$ cat src/rtl/wmva_ram.sv
// ---------------------------------------------------------------------------
// wmva_ram
// Generic single-write, single-read synchronous RAM with registered read.
// ---------------------------------------------------------------------------
module wmva_ram #(
   parameter int WIDTH = 8,
   parameter int DEPTH = 16
) (
   input  logic                                   clock,
   input  logic                                   we,
   input  logic [(DEPTH > 1 ? $clog2(DEPTH) : 1)-1:0] waddr,
   input  logic [WIDTH-1:0]                       wdata,
   input  logic [(DEPTH > 1 ? $clog2(DEPTH) : 1)-1:0] raddr,
   output logic [WIDTH-1:0]                       rdata
);

   logic [WIDTH-1:0] mem_ff [DEPTH];
   logic [WIDTH-1:0] rdata_ff;

   always_ff @(posedge clock) begin
      if (we) begin
         mem_ff[waddr] <= wdata;
      end
      rdata_ff <= mem_ff[raddr];
   end

   assign rdata = rdata_ff;

endmodule

$ cat config.mk
export PLATFORM = sky130hd
export DESIGN_NAME = wmva_ram
export DESIGN_NICKNAME = d
export VERILOG_FILES = /design/src/rtl/wmva_ram.sv
export SDC_FILE = /design/constraint.sdc
export NUM_CORES = 1
export LEC_CHECK = 0
export BUFFER_PORTS_ARGS = -buffer_cell sky130_fd_sc_hd__buf_2
export CAP_MARGIN = 30
export CORE_UTILIZATION = 40
export DETAILED_ROUTE_END_ITERATION = 10
export PLACE_DENSITY = 0.6
export REMOVE_ABC_BUFFERS = 1
export SLEW_MARGIN = 10
export SYNTH_ARGS = -nofsm -noshare
export SYNTH_HDL_FRONTEND = slang
export SYNTH_SLANG_ARGS = --single-unit
$ cat constraint.sdc
create_clock -name clock -period 4.3 [get_ports clock]
set_clock_uncertainty 0.1 [all_clocks]
set_input_delay 0.86 -clock clock [delete_from_list [all_inputs] [get_ports clock]]
set_output_delay 0.86 -clock clock [all_outputs]
set_load 0.02 [all_outputs]
# Yosys cells after proc, flatten, opt, wreduce, memory -nomap -nowiden
# Memories as Yosys holds them, arrays and structs flattened. A register that Yosys moved wholly into a read port is not among the register bits.
# Cells that the tools add are included.
[totals]
register_bits = 0
latch_bits = 0
ramBits = 128
romBits = 0
inputBits = 18
output_inout_bits = 8
wordCells = 3
memories = 1
[op_classes]
n_addsub = 0
mul = 0
div = 0
magnitude_cmp = 0
n_eq_ne = 0
shifts = 0
mux = 2
bitwise = 0
n_reduce_logical = 0
[mem_list]
columns = ["memory", "depth", "word_bits", "rd", "rd_ports_with_merged_regs", "write_ports", "line", "source"]
rows = [
  ["mem_ff", 16, 8, 1, 1, 1, "17", "logic [WIDTH-1:0] mem_ff [DEPTH];"],
]
[op_table]
columns = ["cell", "n"]
rows = [
  ["$mux 1", 2],
]

# Longest topological paths before layout
# Gate-level depths: netlist (run 1).
[logic_depth]
ltp_word = 2
depth_mapped = 5
ltp_nobuf = 3

# Worst setup path after synthesis (run 1)
# Ideal clock, no wire load.
[synth_timing]
path_kind = "input to register"
startpoint = "input port waddr[2] (netlist name)"
endpoint = "memory mem_ff[0][0], enable pin"
setup_ps = 383
arrival_ps = 1970
t_required_ps = 3817
setup_slack_ps = 1847
path_stages = 2
n_path_buf = 0
cell_sequence = "or3b_2 nor3_1"
[synth_lines]
columns = ["item", "line", "source"]
rows = [
  ["from (decl)", "11", "input logic [(DEPTH > 1 ? $clog2(DEPTH) : 1)-1:0] waddr,"],
  ["to (decl)", "17", ""],
]
# Straight into the memory's write port.

==> run summary, run 1 <==
Share of cells above drive strength 1 - 0.296
Max-slew violations - 0
Synth warn - 0
Vias per Instance - 5.22
RSZ-0062 raised after global routing - no
Number of remaining DRC errors - 0
DRT Pass-1 Iters - 5
Clock transition at path regs - 0.06 ns
Switching Share - 0.201
Fin area - 6080 µm²
Hold_ws - 0.566 ns
Status - completed
Asr flop ratio synth - 0
Crit Path Category - in -> reg
Relative slew slack - 0.392
Fillers - 1,039
Placed cell areas - 5450 µm²
Rows - 41
Actual slew at the worst max-slew pin - 0.909 ns
R2R Path Start - mem_ff[1][5]
Sink Count - 136
Post-synthesis sequential area ratio - 0.778
Crit path time final - 2.25 ns
TritonCTS Buffers - 17
Power Density - 508 nW/µm²
Antenna violations before repair - 0
DIE HEIGHT - 115 µm
WP data required - 4.49 ns
TNS Setup - 0 ns
Min-delay src - mem_ff[14][5]
DRT Wirelength - 9440 µm
P_int - 2.47 mW
Clock root buffer - clkbuf_16
Syn Inst Count - 229
Fin util - 0.483
Largest net degree at the start of global routing - 33
VDD IR-drop max - 0.244 mV
Peak Freq - 444 MHz
Synth area leader - edfxtp_1
Max-Cap Viols - 0
DP Worst Slack - 1.57 ns
Top Ports - 26
CP startpoint kind - input port
DIE WIDTH - 115 µm
Reg power frac - 0.483
Hpwl dp - 6010 µm
Hold crit path type - reg -> reg
Comb pwr share - 0.045
Starting Density - 0.410
P_sw - 0.621 mW
CP Launch Point - raddr[0]
Antenna diodes - 0
1st-iter DRT viols - 136
FF+latch count, synth - 136
Crit-path max FO - 32
Final Total Pwr - 3.09 mW
Final setup margin - 2.05 ns
CTS max path bufs - 2
Worst EP arrival - 2.44 ns
Final cell count without fillers - 456
Core area - 12,600 µm²
Share of the synthesized area in the top cell type - 0.747
Total grt overflow - 0
Synthesized area - 5150 µm²
Total setup buffers inserted after CTS - 0
Period utilisation layout - 0.524
Final net count - 289
Routed len/inst - 20.7 µm
Count of cell types in the netlist - 19
Final Hold Vio Count - 0
TritonCTS clock tree - yes
Final Setup Violations - 0
Hold Buf Count CTS - 0
Global-route wire length before repair - 14,500 µm
P_leak - 2.03 nW
Area contributors post-synth - edfxtp_1, mux4_2, mux4_1
Primary FF master, synth - edfxtp_1
Die Area - 13,300 µm²
GPL Wtd Cong - 0.673
Synth-to-Final Area Change - 18.0%
PortBufs - 25
Post-CTS resize count - 0
EDFF count, synth - 128
Synth Area per Inst - 22.5 µm²
Most common cell in the netlist - edfxtp_1
Tot GR Track Use - 0.161
Power share of the clock group - 0.473
Total number of vias - 2,382
Critical path capture point type - register
Synth top cells by count - edfxtp_1, mux4_2, a22oi_1
Inst Count DP - 423
Number of global-route vias before repair - 2,492
H-Tree Depth - 4
Antenna viol nets, final - 0
Clock Latency Late Sink - 0.41 ns
-- power by group through the flow --
| stage | sequential (mW) | clock (mW) | combinational (mW) |
|---|---|---|---|
| 2_1_floorplan | 1.53 | 0 | 0.0594 |
| 3_3_place_gp | 1.52 | 0 | 0.137 |
| 3_5_place_dp | 1.52 | 0 | 0.140 |
| 4_1_cts | 1.49 | 1.48 | 0.140 |
| 5_1_grt | 1.49 | 1.54 | 0.152 |
| 6_report | 1.49 | 1.46 | 0.138 |
-- final timing paths --
path | endpoint | slack, ns | cells after the start
max | rdata[5] | 2.05 | 5
min | rdata[5] | 0.57 | 3
max reg2reg | rdata[5] | 2.85 | 3
min reg2reg | rdata[5] | 0.57 | 3
-- cell usage in the layout, fill, tap and decap left out, drive strengths merged --
cell and n:
nor3 4, clkinvlp 3, nand2b 2, dfxtp 8
buf 33, or3b 1, nand3 1, and2b 1
nand3b 2, clkinv 7, edfxtp 128, clkbuf 18
inv 1, mux4 32, and2 1, a22oi 16
nor2 13, bufinv 3, nor2b 1, nand2 9
-- worst max-delay path, stage by stage --
cell,delay (ns)
buf_2,0.07
buf_4,0.48
mux4_1,0.62
a22oi_1,0.30
nand2_1,0.09
-- sequential cells by signal (all words and copies together), names as in the netlist --
| name | count |
|---|---|
| rdata | 8 |
| mem_ff | 128 |
-- cell type report --
class,count,area [µm²],area share
clock buffers,18,439,0.0723
well taps,172,215,0.0354
clock inverters,14,175,0.0288
repair buffers,33,185,0.0305
flip-flops and latches,136,4000,0.659
multi-input cells,83,1060,0.174
-- cells by family (layout without fill, tap and decap cells) --
logic type | count (synthesis) | after routing | synth area share
AOI/OAI and AO/OA | 16 | 16 | 0.0233
DFF | 136 | 136 | 0.778
muxes | 32 | 32 | 0.150
and+or+nand+nor | 35 | 35 | 0.0318
buffers and inverters | 10 | 65 | 0.0168
-- layer usage --
| metal | wire length (µm) | vias up | share of wire | GRT usage |
|---|---|---|---|---|
| li1 | - | 1063 | - | - |
| met2 | 4850 | 72 | 0.51 | 0.264 |
| met3 | 530 | 9 | 0.056 | 0.0377 |
| met4 | 91 | 0 | 0.0096 | 0.0745 |
| met5 | 0 | - | 0 | 0 |
| met1 | 3970 | 1238 | 0.42 | 0.204 |
Note: power is estimated with default switching activity, not from simulation.
==> run 2, diff against run 1 <==
==> constraint.sdc (replaced) <==
create_clock -name clock -period 2.19 [get_ports clock]
set_clock_uncertainty 0.1 [all_clocks]
set_input_delay 0.438 -clock clock [delete_from_list [all_inputs] [get_ports clock]]
set_output_delay 0.438 -clock clock [all_outputs]
set_load 0.02 [all_outputs]
==> run summary, run 2 (synthesis gave the netlist of run 1 again) <==
Top reg by flops - mem_ff
Critical path capture point type - register
Rows - 41
Number of remaining DRC errors - 0
Synth-to-Final Area Change - 21.6%
Fin area - 6260 µm²
Crit path cell chain - buf_2 > buf_4 > mux4_1 > a22oi_1 > nand2_1
Top Ports - 26
Commonest non-fill, non-tap cells in the layout - edfxtp_1, buf_4, buf_2
Largest net degree at the start of global routing - 33
1st-iter DRT viols - 172
Power Density - 985 nW/µm²
TritonCTS Buffers - 17
H-Tree Depth - 4
Fin util - 0.498
GPL Wtd Cong - 0.736
CP peak stage delay - 0.60 ns
Largest register FFs - 128
DP Worst Slack - 0.210 ns
Comb pwr share - 0.048
Number of global-route vias before repair - 2,591
Clock root buffer - clkbuf_16
CP Launch Point - raddr[0]
Gr busiest metal - met2
Total setup buffers inserted after CTS - 0
Total number of vias - 2,463
Reg power frac - 0.475
Final net count - 309
Min-delay src - wdata[3]
Crit Path Category - in -> reg
Die Area - 13,300 µm²
R2R cell count - 3
Hold crit path type - in -> reg
Vias per Instance - 5.17
R2R Path Start - mem_ff[2][1]
CP startpoint kind - input port
Routed len/inst - 21.3 µm
P_sw - 1.20 mW
DRT Pass-1 Iters - 4
Hpwl dp - 6400 µm
Total grt overflow - 0
Sink Count - 136
Final Hold Vio Count - 0
Clock transition at path regs - 0.06 ns
Antenna violations before repair - 0
Max-slew violations - 0
VDD IR-drop max - 0.492 mV
DIE HEIGHT - 115 µm
Relative slew slack - 0.697
CTS max path bufs - 2
Hold path depth - 1
Status - completed
TNS Setup - 0 ns
Peak Freq - 629 MHz
Post-CTS resize count - 0
Placed cell areas - 5640 µm²
Crit path time final - 1.59 ns
Final Total Pwr - 6.16 mW
Grt met3 use - 0.0492
DIE WIDTH - 115 µm
Max-Cap Viols - 0
P_int - 4.96 mW
P_leak - 2.14 nW
Met1 Resource Use GR - 0.229
Crit Reg-Reg Endpoint - rdata[1]
Worst Hold Endpoint - mem_ff[0][3]
Tot GR Track Use - 0.174
WP data required - 2.38 ns
DRT Wirelength - 10,200 µm
Antenna diodes - 0
Reg2Reg Setup Slack - 0.63 ns
TritonCTS clock tree - yes
Share of cells above drive strength 1 - 0.336
Buffers & Inverters on Critical Path - 2
Final Setup Violations - 0
Hold Buf Count CTS - 0
PortBufs - 25
Starting Density - 0.410
Worst EP arrival - 1.78 ns
Core area - 12,600 µm²
Crit-path max FO - 8
Period utilisation layout - 0.726
Switching Share - 0.194
Slowest cell on crit path - mux4_1
RSZ-0062 raised after global routing - no
Power share of the clock group - 0.478
Global-route wire length before repair - 15,500 µm
Delay-heaviest family, CP - multiplexers
Final setup margin - 0.599 ns
Most common cell after layout, fill and taps aside - edfxtp_1
Clock Latency Late Sink - 0.41 ns
Actual slew at the worst max-slew pin - 0.455 ns
Antenna viol nets, final - 0
GRT met2 Usage - 0.275
-- run 2: layout make-up --
| cell class | instances | area, µm² |
|---|---|---|
| Sequential cell | 136 | 4000 |
| Clock inverter | 12 | 174 |
| Tap cell | 172 | 215 |
| Multi-Input combinational cell | 83 | 1060 |
| Fill cell | 1013 | 6310 |
| Clock buffer | 20 | 447 |
| Timing Repair Buffer | 53 | 360 |
-- run 2: worst max-delay path by stage --
stage                               to  slack, ns  cells after the start
final                         rdata[1]       0.60                      5
after global placement        rdata[1]       0.23                      5
after global routing          rdata[3]       0.58                      5
after CTS                     rdata[1]       0.64                      5
after floorplan           mem_ff[0][0]       0.16                      2
after detailed placement      rdata[3]       0.21                      5
-- run 2: routing by layer --
layer  vias up  share of wire
met1      1286           0.44
li1       1099              -
met3        11          0.052
met4         0          0.013
met2        67           0.49
met5         -              0
-- run 2: power groups by stage --
stage	Sequential, mW	Combinational, mW	Clock, mW
2_1_floorplan	3.00	0.117	0
3_3_place_gp	2.98	0.292	0
3_5_place_dp	2.98	0.299	0
4_1_cts	2.93	0.300	3.00
5_1_grt	2.93	0.319	3.10
6_report	2.93	0.294	2.94
-- run 2: worst reg2reg max path, stage by stage, from the launching register on --
cell and delay, ns:
edfxtp_1 0.38, mux4_1 0.53, a22oi_1 0.34, nand2_1 0.09
-- run 2: through the flow --
step	std cells	hold slack, ns
floorplan	219	0.437
global placement	444	0.555
detailed placement	444	0.560
CTS	476	0.298
global route	476	0.306
finish	476	0.306
