### src/rtl/wmva_div.sv
// ---------------------------------------------------------------------------
// wmva_div
// Restoring unsigned divider, one quotient bit per cycle.
// ---------------------------------------------------------------------------
module wmva_div #(
   parameter int DVW = 60,
   parameter int DSW = 30
) (
   input  logic           clock,
   input  logic           reset,
   input  logic           start,
   input  logic [DVW-1:0] dividend,
   input  logic [DSW-1:0] divisor,
   output logic           done,
   output logic [DVW-1:0] quotient
);

   localparam int CW = $clog2(DVW + 1);

   logic           busy_ff;
   logic           done_ff;
   logic [CW-1:0]  cnt_ff;
   logic [DVW-1:0] dvd_ff;
   logic [DSW-1:0] dsr_ff;
   logic [DSW-1:0] rem_ff;
   logic [DSW:0]   trial;
   logic [DSW:0]   diff;
   logic           ge;

   assign trial = {rem_ff, dvd_ff[DVW-1]};
   assign diff  = trial - {1'b0, dsr_ff};
   assign ge    = (trial >= {1'b0, dsr_ff});

   always_ff @(posedge clock) begin
      if (reset) begin
         busy_ff <= 1'b0;
         done_ff <= 1'b0;
         cnt_ff  <= '0;
      end else begin
         done_ff <= 1'b0;
         if (start) begin
            busy_ff <= 1'b1;
            cnt_ff  <= CW'(DVW);
            dvd_ff  <= dividend;
            dsr_ff  <= divisor;
            rem_ff  <= '0;
         end else if (busy_ff) begin
            dvd_ff <= {dvd_ff[DVW-2:0], ge};
            rem_ff <= ge ? diff[DSW-1:0] : trial[DSW-1:0];
            cnt_ff <= cnt_ff - 1'b1;
            if (cnt_ff == CW'(1)) begin
               busy_ff <= 1'b0;
               done_ff <= 1'b1;
            end
         end
      end
   end

   assign done     = done_ff;
   assign quotient = dvd_ff;

endmodule

### config.mk
export PLATFORM = sky130hd
export DESIGN_NAME = wmva_div
export DESIGN_NICKNAME = d
export VERILOG_FILES = /design/src/rtl/wmva_div.sv
export SDC_FILE = /design/constraint.sdc
export NUM_CORES = 1
export LEC_CHECK = 0
export BUFFER_PORTS_ARGS = -buffer_cell sky130_fd_sc_hd__buf_4
export CAP_MARGIN = 20
export CORE_MARGIN = 2
export CORE_UTILIZATION = 23
export CTS_CLUSTER_DIAMETER = 80
export CTS_CLUSTER_SIZE = 14
export DETAILED_ROUTE_END_ITERATION = 8
export REMOVE_ABC_BUFFERS = 1
export SLEW_MARGIN = 20
export SYNTH_ARGS = -nofsm -noshare
export SYNTH_HDL_FRONTEND = slang
export SYNTH_SLANG_ARGS = --single-unit
export TNS_END_PERCENT = 50
### constraint.sdc
create_clock -name clock -period 13.85 [get_ports clock]
set_clock_uncertainty 0.15 [all_clocks]
set_input_delay 1.385 -clock clock [delete_from_list [all_inputs] [get_ports clock]]
set_output_delay 1.385 -clock clock [all_outputs]
set_load 0.02 [all_outputs]
; Word-level counts from Yosys, hierarchy flattened
; Index checks and enable logic that the tools add are counted.
[totals]
register_bits = 128
input_bits = 93
output_inout_bits = 61
[classes]
add_sub_neg = 2
n_lt_le_gt_ge = 1
n_eq_ne = 1
mux = 10
bitwise_logic = 2
n_reduce_logical = 5
[ops]
columns = op, count
row1 = $mux W60, 2
row2 = $mux W30, 2
row3 = $ge A31 B30 Y1, 1
row4 = $sub A30 B30 Y30, 1
row5 = $mux W6, 2
row6 = $eq A6 B1 Y1 const B, 1
row7 = $sub A6 B1 Y6 const B, 1
row8 = $mux W1, 4
row9 = $reduce_and A2 Y1, 2
row10 = $reduce_or A3 Y1, 1
row11 = $not A1 Y1, 2
row12 = $reduce_bool A2 Y1, 1
row13 = $reduce_or A2 Y1, 1

; Depth between registers and ports, before layout
; Gate-level depths: netlist of run 1.
[depth]
word_depth = 4
ltp_mapped = 12

; Worst setup path after synthesis of run 1
; Ideal clock, no wire load.
[synth_timing]
kind = input port to flip-flop
start = in start
end = reg dvd_ff[0] (netlist: quotient[0]), enable pin
arrival_ns = 5.816
t_required_ns = 13.161
path_slack_ns = 7.345
cell_stages = 4
n_path_buf = 2
cell_sequence = clkbuf_1 > clkbuf_1 > nor2_1 > nor2_1
[synth_via]
elab_chain_len = 2
[synth_rtl]
columns = element, line_no
row1 = start: declaration, 11  ; input logic start,
row2 = $reduce_bool A2 Y1 (no line), n/a
row3 = $reduce_and A2 Y1 (no line), n/a
row4 = end signal: assignment, 44  ; dvd_ff <= dividend;
row5 = end signal: assignment, 48  ; dvd_ff <= {dvd_ff[DVW-2:0], ge};
row6 = end: declaration, 23  ; logic [DVW-1:0] dvd_ff;
; No other way between the ends.
; A chain may end at the register's enable or synchronous reset.

; Final worst setup path of run 1
[layout_timing]
start = reg rem_ff[10]
end = reg rem_ff[18], data pin
[layout_via]
elab_chain_len = 3
[layout_rtl]
columns = element, line_no
row1 = start: declaration, 25  ; logic [DSW-1:0] rem_ff;
row2 = start signal: assignment, 49  ; rem_ff <= ge ? diff[DSW-1:0] : trial[DSW-1:0];
row3 = $sub A30 B30 Y30 / $ge A31 B30 Y1 (equally long branches), "31, 32"
row4 = $mux W30 (*), 49
row5 = $mux W30 (*), 47  ; end else if (busy_ff) begin
; Mark *: on every way between the ends. The rest lies on a longest branch, timed or not. The select of a mux whose other input is x is not followed.

==> results of run 1 <==
[layout by cell type, fill, tap and decap left out, types with 3 or more instances in the layout]
cell and instances:
buf_4 157, o21ai_1 12, o31a_1 4, clkbuf_1 4, o21ai_0 17, o211ai_1 3, xnor2_1 14, a21o_1 10
nand4_1 3, a211oi_1 6, mux2_2 60, nor3_1 14, edfxtp_1 120, dfxtp_1 8, nand2_1 27, and3_1 5
inv_1 37, ha_1 33, clkbuf_16 17, bufinv_16 3, xor2_1 10, nor2_1 31, a211oi_2 7, nor3_2 5
nand3_1 27, nand2b_1 3, nor4b_1 3, o22ai_1 4, a21oi_1 46, or3_1 4, o21a_1 7, o31ai_1 3
o211ai_2 4
[registers in the layout (all words and copies together), names as in the netlist]
register and cells:
dsr_ff 30, quotient 60, cnt_ff 6, done 1, rem_ff 30, busy_ff 1
[kinds of logic after synthesis]
kind of cell	count (synthesis)	share of synthesized area
multiplexers	60	0.0966
flip-flops	128	0.538
buffers and inverters	61	0.0354
AO/OA/AOI/OAI	146	0.145
XOR/XNOR	24	0.0301
AND/OR/NAND/NOR	131	0.0928
adder cells (fa/ha/maj)	34	0.0619
[per-stage QoR]
stage | setup slack (ns) | power (W) | std cells
4_1_cts | 10.28 | 0.00122 | 1139
3_3_place_gp | 9.89 | 0.000752 | 1107
6_report | 10.32 | 0.00121 | 1139
3_5_place_dp | 9.86 | 0.000753 | 1107
5_1_grt | 10.13 | 0.00127 | 1139
2_1_floorplan | 7.98 | 0.000663 | 560
[layout make-up]
cell class                      instances  share of cell area
Clock inverter                          9              0.0146
Multi-Input combinational cell        395               0.327
Timing Repair Buffer                  157               0.128
Sequential cell                       128               0.410
Inverter                               37              0.0151
Clock buffer                           23              0.0510
Tap cell                              390              0.0532
[power by group]
part / switching (W) / internal (W) / total [W] / leakage, nW
clock: 0.000169 / 0.000293 / 0.000463 / 0.292
sequential: 0.0000177 / 0.000463 / 0.000481 / 1.21
combinational: 0.000150 / 0.000116 / 0.000266 / 2.09
total: 0.000337 / 0.000873 / 0.00121 / 3.59
[layer usage]
| layer | global-route usage | vias up | part of all wire |
|---|---|---|---|
| met2 | 0.182 | 192 | 0.46 |
| met1 | 0.158 | 2489 | 0.45 |
| met4 | 0.0308 | 0 | 0.0069 |
| met3 | 0.0418 | 14 | 0.080 |
| li1 | - | 2517 | - |
| met5 | 0 | - | 0 |
[worst max-delay path, delay by kind of cell (launching register included)]
family,cells,cell delay (ns)
flip-flops,1,0.42
AND/OR/NAND/NOR,1,0.16
adder cells (fa/ha/maj),1,0.43
AO/OA/AOI/OAI,7,2.17
[how the worst min path moves through the flow]
stage / startpoint / to / slack (ns)
global route: cnt_ff[1] / cnt_ff[1] / 0.43
finish: cnt_ff[1] / cnt_ff[1] / 0.38
CTS: cnt_ff[1] / cnt_ff[1] / 0.39
floorplan: cnt_ff[1] / cnt_ff[1] / 0.34
global placement: cnt_ff[1] / cnt_ff[1] / 0.37
detailed placement: cnt_ff[1] / cnt_ff[1] / 0.38
[Yosys cell counts (all sizes together) (8+ instances only)]
library cell,n,area share
a211oi,13,0.018
a21o,10,0.011
a21oi,46,0.033
clkbuf,19,0.010
dfxtp,8,0.023
edfxtp,120,0.52
ha,33,0.059
inv,37,0.020
mux2,60,0.097
nand2,27,0.014
nand3,27,0.019
nor2,33,0.018
nor3,19,0.017
o21ai,31,0.023
xnor2,14,0.018
xor2,10,0.013
==> flow_summary.ini, run 1 <==
[clocking]
clk_pin_slew_ns = 0.06
clock_latency_ns = 0.42
cts_buffers = 17
cts_resized = 0
cts_setup_buffers = 0
cts_tree = built
cts.sinks = 128
clock_path_buffers = 2
cts_hold_buf = 0
cts-htree-levels = 4
ctsRootBufferMaster = clkbuf_16

[worst_setup_path]
crit_path_top_delay_cell = o2111a_2
crit_fanout = 25
cp-startpoint = rem_ff[10]
worstPathRequired_ns = 13.94
reg2reg_to = rem_ff[18]
slowest_delay_ns = 0.74
crit_end = rem_ff[18]
worstPathArrival_ns = 3.62
path_common_cell = o21ai_2
end_kind = flop
r2r-start = rem_ff[10]
r2r_setup_slack_ns = 10.32
cp_cell_sequence = ha_1 -> nand2_1 -> o31a_1 -> o21ai_2 -> o31ai_4 -> o211ai_2 -> o2111a_2 -> o21ai_2 -> o32ai_1
crit_type = flop to flop
cp-start-kind = flop
r2r_cells = 9

[sta]
hold_violations = 0
period_share = 0.255
hold_ws_ns = 0.383
worst_slew_pin_slew_ns = 0.917
drv_slew = 0
slew-limit-headroom = 0.388
rsz0062_at_grt = false
finalSetupViolCount = 0
period_needed_ns = 3.53
fin_setup_tns_ns = 0
max_freq_ghz = 0.283

[global_routing]
grt_pass1_vias = 5235
grt_max_degree = 64
grt_antenna_before_repair = 0
grt-ovfl-total = 0
grt_first_pass_wirelength_mm = 29.1
grt_usage = 0.118

[layout]
seq_area_um2 = 3760
drive_gt1_frac = 0.362
area_delta_synth_final_pct = 31.2
fin_area_um2 = 9180
final_core_util = 0.308
antenna_cells = 0
fin_nets = 863
fillers = 3080
multi_input_area_um2 = 3000

[synth]
synth-seq-area-share = 0.538
yosysUniqueCellTypes = 56
postSynthAreaPerCell_um2 = 12.0
yosys_warnings = 0
ys_seq_elements = 128
syn_area_um2 = 6990
synth_enable_flop_cells = 120
syn_inst = 584
yosys_most_used_dff = edfxtp_1
synthArstFlopShare = 0

[power]
leakage_nw = 3.59
p_per_area_nw_per_um2 = 132
ir_drop_uv = 69.6

[outcome]
status = completed

[place]
gp_congestion = 0.840
dpl_cell_area_um2 = 8570
io_buffers = 153
hpwlAfterDp_mm = 13.2

[floorplan]
core_um2 = 29800
initial_core_util = 0.235
pin_count = 154
die_y_um = 178
die_area_um2 = 31800
die-width_um = 178
row_count = 63

[detailed_routing]
viasPerCell = 4.58
vias = 5212
drc = 0
antenna_left = 0
drtPass1Iterations = 4
wl_mm = 18.5
routedWlPerCell_um = 16.2
drt-initial-drc-count = 241

[job]
drv_cap = 0

[hold_path]
worstHoldPathCells = 2
hold_path_class = flop to flop
(Power assumes the default switching activity.)
==> inputs of run 2 (changes only) <==
==> constraint.sdc (replaced) <==
create_clock -name clock -period 3.2 [get_ports clock]
set_clock_uncertainty 0.15 [all_clocks]
set_input_delay 0.32 -clock clock [delete_from_list [all_inputs] [get_ports clock]]
set_output_delay 0.32 -clock clock [all_outputs]
set_load 0.02 [all_outputs]
==> flow_summary.ini, run 2 (same netlist as run 1, synthesis figures left out) <==
[layout]
final_common_cell = buf_4
antenna_cells = 0
area_delta_synth_final_pct = 40.4
final_cell_mix = buf_4 (179), edfxtp_1 (120), mux2_2 (60), a21oi_1 (46), inv_1 (35)
drive_gt1_frac = 0.390
final_core_util = 0.329
fin_nets = 920
largest_register_ffs = 60
fin_area_um2 = 9820

[worst_setup_path]
cp-start-kind = flop
r2r_cells = 10
worstPathRequired_ns = 3.20
crit_fanout = 5
end_kind = flop
worstPathArrival_ns = 3.10
crit_type = flop to flop

[sta]
period_needed_ns = 3.10
worst_slew_pin_slew_ns = 0.815
period_share = 0.968
drv_slew = 0
fin_setup_tns_ns = 0
finalSetupViolCount = 0
hold_ws_ns = 0.0187
hold_violations = 0
slew-limit-headroom = 0.457
max_freq_ghz = 0.323

[floorplan]
initial_core_util = 0.235
die-width_um = 178
pin_count = 154
die_area_um2 = 31800
die_y_um = 178
core_um2 = 29800
row_count = 63

[detailed_routing]
routedWlPerCell_um = 16.1
antenna_left = 0
drt-initial-drc-count = 375
viasPerCell = 4.54
wl_mm = 19.3
drtPass1Iterations = 5
drc = 0
vias = 5433

[job]
drv_cap = 0

[power]
p_per_area_nw_per_um2 = 553
seq_power_share = 0.383
power_switching_w = 0.00158
power_frac_clock = 0.382
leakage_nw = 3.89
ir_drop_uv = 442
internal-power_w = 0.00384
p_comb_frac = 0.234
swShare = 0.291
totalPowerFinal_w = 0.00542

[global_routing]
grt_usage = 0.124
grt_first_pass_wirelength_mm = 30.6
grt-ovfl-total = 0
grt_pass1_vias = 5702
grt_max_degree = 57
grt_antenna_before_repair = 0

[clocking]
ctsRootBufferMaster = clkbuf_16
cts_tree = built
cts.sinks = 128
clock_latency_ns = 0.43
clk_pin_slew_ns = 0.06
cts-htree-levels = 4
cts_buffers = 17
clock_path_buffers = 2

[hold_path]
worstHoldPathCells = 2
hold_path_class = primary input to flop

[place]
gp_congestion = 0.877
io_buffers = 153
dpl_cell_area_um2 = 8760
hpwlAfterDp_mm = 13.8

[outcome]
status = completed
run 2: timing repair:
action,in CTS,in global routing
hold buffers,30,0
resized for setup,2,15
pin swaps,1,11
setup endpoints to repair,4,31
buffers inserted,0,7
endpoints found under the hold margin,30,0
run 2: layout make-up:
| class | count | area, um^2 |
|---|---|---|
| Fill cell | 3082 | 20000 |
| Sequential cell | 128 | 3760 |
| Multi-Input combinational cell | 395 | 3080 |
| Timing Repair Buffer | 214 | 1730 |
| Tap cell | 390 | 488 |
| Clock buffer | 17 | 425 |
| Clock inverter | 15 | 198 |
| Inverter | 37 | 139 |
run 2: final timing paths:
kind,start,to,slack [ns]
worst max-delay path,rem_ff[0],rem_ff[29],0.10
worst min register to register,cnt_ff[1],cnt_ff[1],0.37
worst min-delay path,reset,cnt_ff[2],0.02
worst max register to register,rem_ff[0],rem_ff[29],0.10
run 2: power by group through the flow:
stage / Combinational (W) / Clock, W / Sequential (W)
6_report: 0.00127 / 0.00207 / 0.00208
5_1_grt: 0.00140 / 0.00218 / 0.00210
4_1_cts: 0.00124 / 0.00213 / 0.00208
3_5_place_dp: 0.00120 / 0 / 0.00211
3_3_place_gp: 0.00119 / 0 / 0.00211
2_1_floorplan: 0.000711 / 0 / 0.00216
run 2: through the flow:
step	instances	setup slack (ns)
floorplan	560	-1.71
global placement	1127	0.0570
detailed placement	1127	-0.0169
CTS	1189	0.00236
global route	1196	-0.0211
finish	1196	0.102
run 2: critical path: stages (launching register included):
cell and delay, ns:
edfxtp_1 0.44, ha_4 0.25, nor2b_1 0.13, o31a_1 0.27, o31a_1 0.37, o31ai_4 0.27, o211ai_2 0.14, o2111a_2 0.37
buf_4 0.17, nor3_2 0.18, a311oi_1 0.08
run 2: layer usage:
metal | GRT usage | vias up | part of all wire
met3 | 0.0392 | 28 | 0.076
met2 | 0.191 | 204 | 0.45
met4 | 0.0505 | 0 | 0.025
li1 | - | 2639 | -
met5 | 0 | - | 0
met1 | 0.162 | 2562 | 0.45
==> inputs of run 3 (changes only) <==
--- a/config.mk
+++ b/config.mk
@@ -7,11 +7,14 @@
 export LEC_CHECK = 0
 export BUFFER_PORTS_ARGS = -buffer_cell sky130_fd_sc_hd__buf_4
 export CAP_MARGIN = 20
-export CORE_MARGIN = 2
+export CELL_PAD_IN_SITES_DETAIL_PLACEMENT = 1
+export CELL_PAD_IN_SITES_GLOBAL_PLACEMENT = 1
 export CORE_UTILIZATION = 23
 export CTS_CLUSTER_DIAMETER = 80
 export CTS_CLUSTER_SIZE = 14
 export DETAILED_ROUTE_END_ITERATION = 8
+export GPL_TIMING_DRIVEN = 0
+export PLACE_DENSITY_LB_ADDON = 0.1
 export REMOVE_ABC_BUFFERS = 1
 export SLEW_MARGIN = 20
 export SYNTH_ARGS = -nofsm -noshare
==> flow_summary.ini, run 3 (same netlist as run 1, synthesis figures left out) <==
[sta]
finalSetupViolCount = 3
worst_slack_ns = -0.00240
hold_violations = 0
drv_slew = 0
fin_setup_tns_ns = -0.00543
period_share = 1.00
period_needed_ns = 3.20
slew-limit-headroom = 0.396
rsz0062_at_grt = true
worst_slew_pin_slew_ns = 0.906
max_freq_ghz = 0.312

[clocking]
cts.sinks = 128
clock_latency_ns = 0.43
ctsRootBufferMaster = clkbuf_16
cts_buffers = 17
clk_pin_slew_ns = 0.08
cts-htree-levels = 4
cts_tree = built
clock_path_buffers = 2

[layout]
stdcell_count = 1209
seq_area_um2 = 3760
final_core_util = 0.343
final_cell_mix = buf_4 (175), edfxtp_1 (120), mux2_2 (59), a21oi_1 (44), inv_1 (36)
fillers = 3245
antenna_cells = 0
area_delta_synth_final_pct = 46.2
fin_nets = 933
drive_gt1_frac = 0.416
final_common_cell = buf_4
multi_input_area_um2 = 3310
fin_area_um2 = 10200
largest_register_ffs = 60

[detailed_routing]
routedWlPerCell_um = 18.7
antenna_left = 0
viasPerCell = 4.64
drtPass1Iterations = 4
vias = 5613
drc = 0
wl_mm = 22.6
drt-initial-drc-count = 233

[worst_setup_path]
end_kind = flop
worstPathRequired_ns = 3.19
crit_type = flop to flop
cp-start-kind = flop
crit_fanout = 6
worstPathArrival_ns = 3.19

[floorplan]
core_um2 = 29800
die_area_um2 = 31100
row_count = 63
die_y_um = 176
pin_count = 154
initial_core_util = 0.235
die-width_um = 176

[place]
dpl_cell_area_um2 = 8720
place_inst = 1110
hpwlAfterDp_mm = 15.1
gp_congestion = 0.795
io_buffers = 153

[global_routing]
grt_usage = 0.146
grt_first_pass_wirelength_mm = 34.8
grt-ovfl-total = 0
grt_max_degree = 91
grt_pass1_vias = 6073
grt_antenna_before_repair = 0

[power]
p_per_area_nw_per_um2 = 547
ir_drop_uv = 334
leakage_nw = 4.01
totalPowerFinal_w = 0.00560

[outcome]
failed_checks = setup timing
status = finished, violations left

[hold_path]
hold_path_class = primary input to flop

[job]
drv_cap = 0
## run 3: where the power goes
part | total (W) | switching, W | internal, W
combinational | 0.00146 | 0.000789 | 0.000669
sequential | 0.00207 | 0.0000726 | 0.00200
clock | 0.00206 | 0.000937 | 0.00113
## run 3: final timing paths
check	slack [ns]	start	cells past startpoint	end
min reg2reg	0.40	cnt_ff[1]	2	cnt_ff[1]
max reg2reg	-0.002	dsr_ff[1]	11	rem_ff[0]
max	-0.002	dsr_ff[1]	11	rem_ff[0]
min	0.03	dividend[22]	2	quotient[22]
## run 3: critical path, cell delays in order (launching register included)
cell	delay (ns)
edfxtp_1	0.38
inv_2	0.10
ha_4	0.21
nor2b_4	0.12
o31a_1	0.31
o31a_1	0.36
o31ai_4	0.34
o211ai_4	0.17
o2111a_2	0.38
buf_6	0.17
nor3_4	0.18
a211oi_2	0.05
## run 3: per-stage QoR
step / hold WS, ns / worst slack (ns)
2_1_floorplan: 0.239 / -1.71
6_report: 0.0316 / -0.00240
3_5_place_dp: 0.350 / -1.39
5_1_grt: 0.0128 / -0.111
3_3_place_gp: 0.350 / -5.08
4_1_cts: 0.0108 / 0.000301
## run 3: what timing repair did
item                       CTS  global route
setup endpoints to repair   31            30
hold buffers                31             0
pin swaps                   10            26
gates resized for setup     20            30
hold endpoints to repair    32             0
setup buffers               13            20
cloned                       2             2
## run 3: area by class of cell
type,count,area share
Clock buffer,17,0.0416
Tap cell,390,0.0477
Sequential cell,128,0.368
Inverter,37,0.0136
Timing Repair Buffer,223,0.188
Multi-Input combinational cell,399,0.323
Clock inverter,15,0.0177
## run 3: layer usage
layer / vias up / part of all wire / GRT usage
li1: 2680 / - / -
met1: 2765 / 0.45 / 0.181
met2: 156 / 0.47 / 0.234
met3: 12 / 0.079 / 0.0614
met4: 0 / 0.0080 / 0.0363
met5: - / 0 / 0
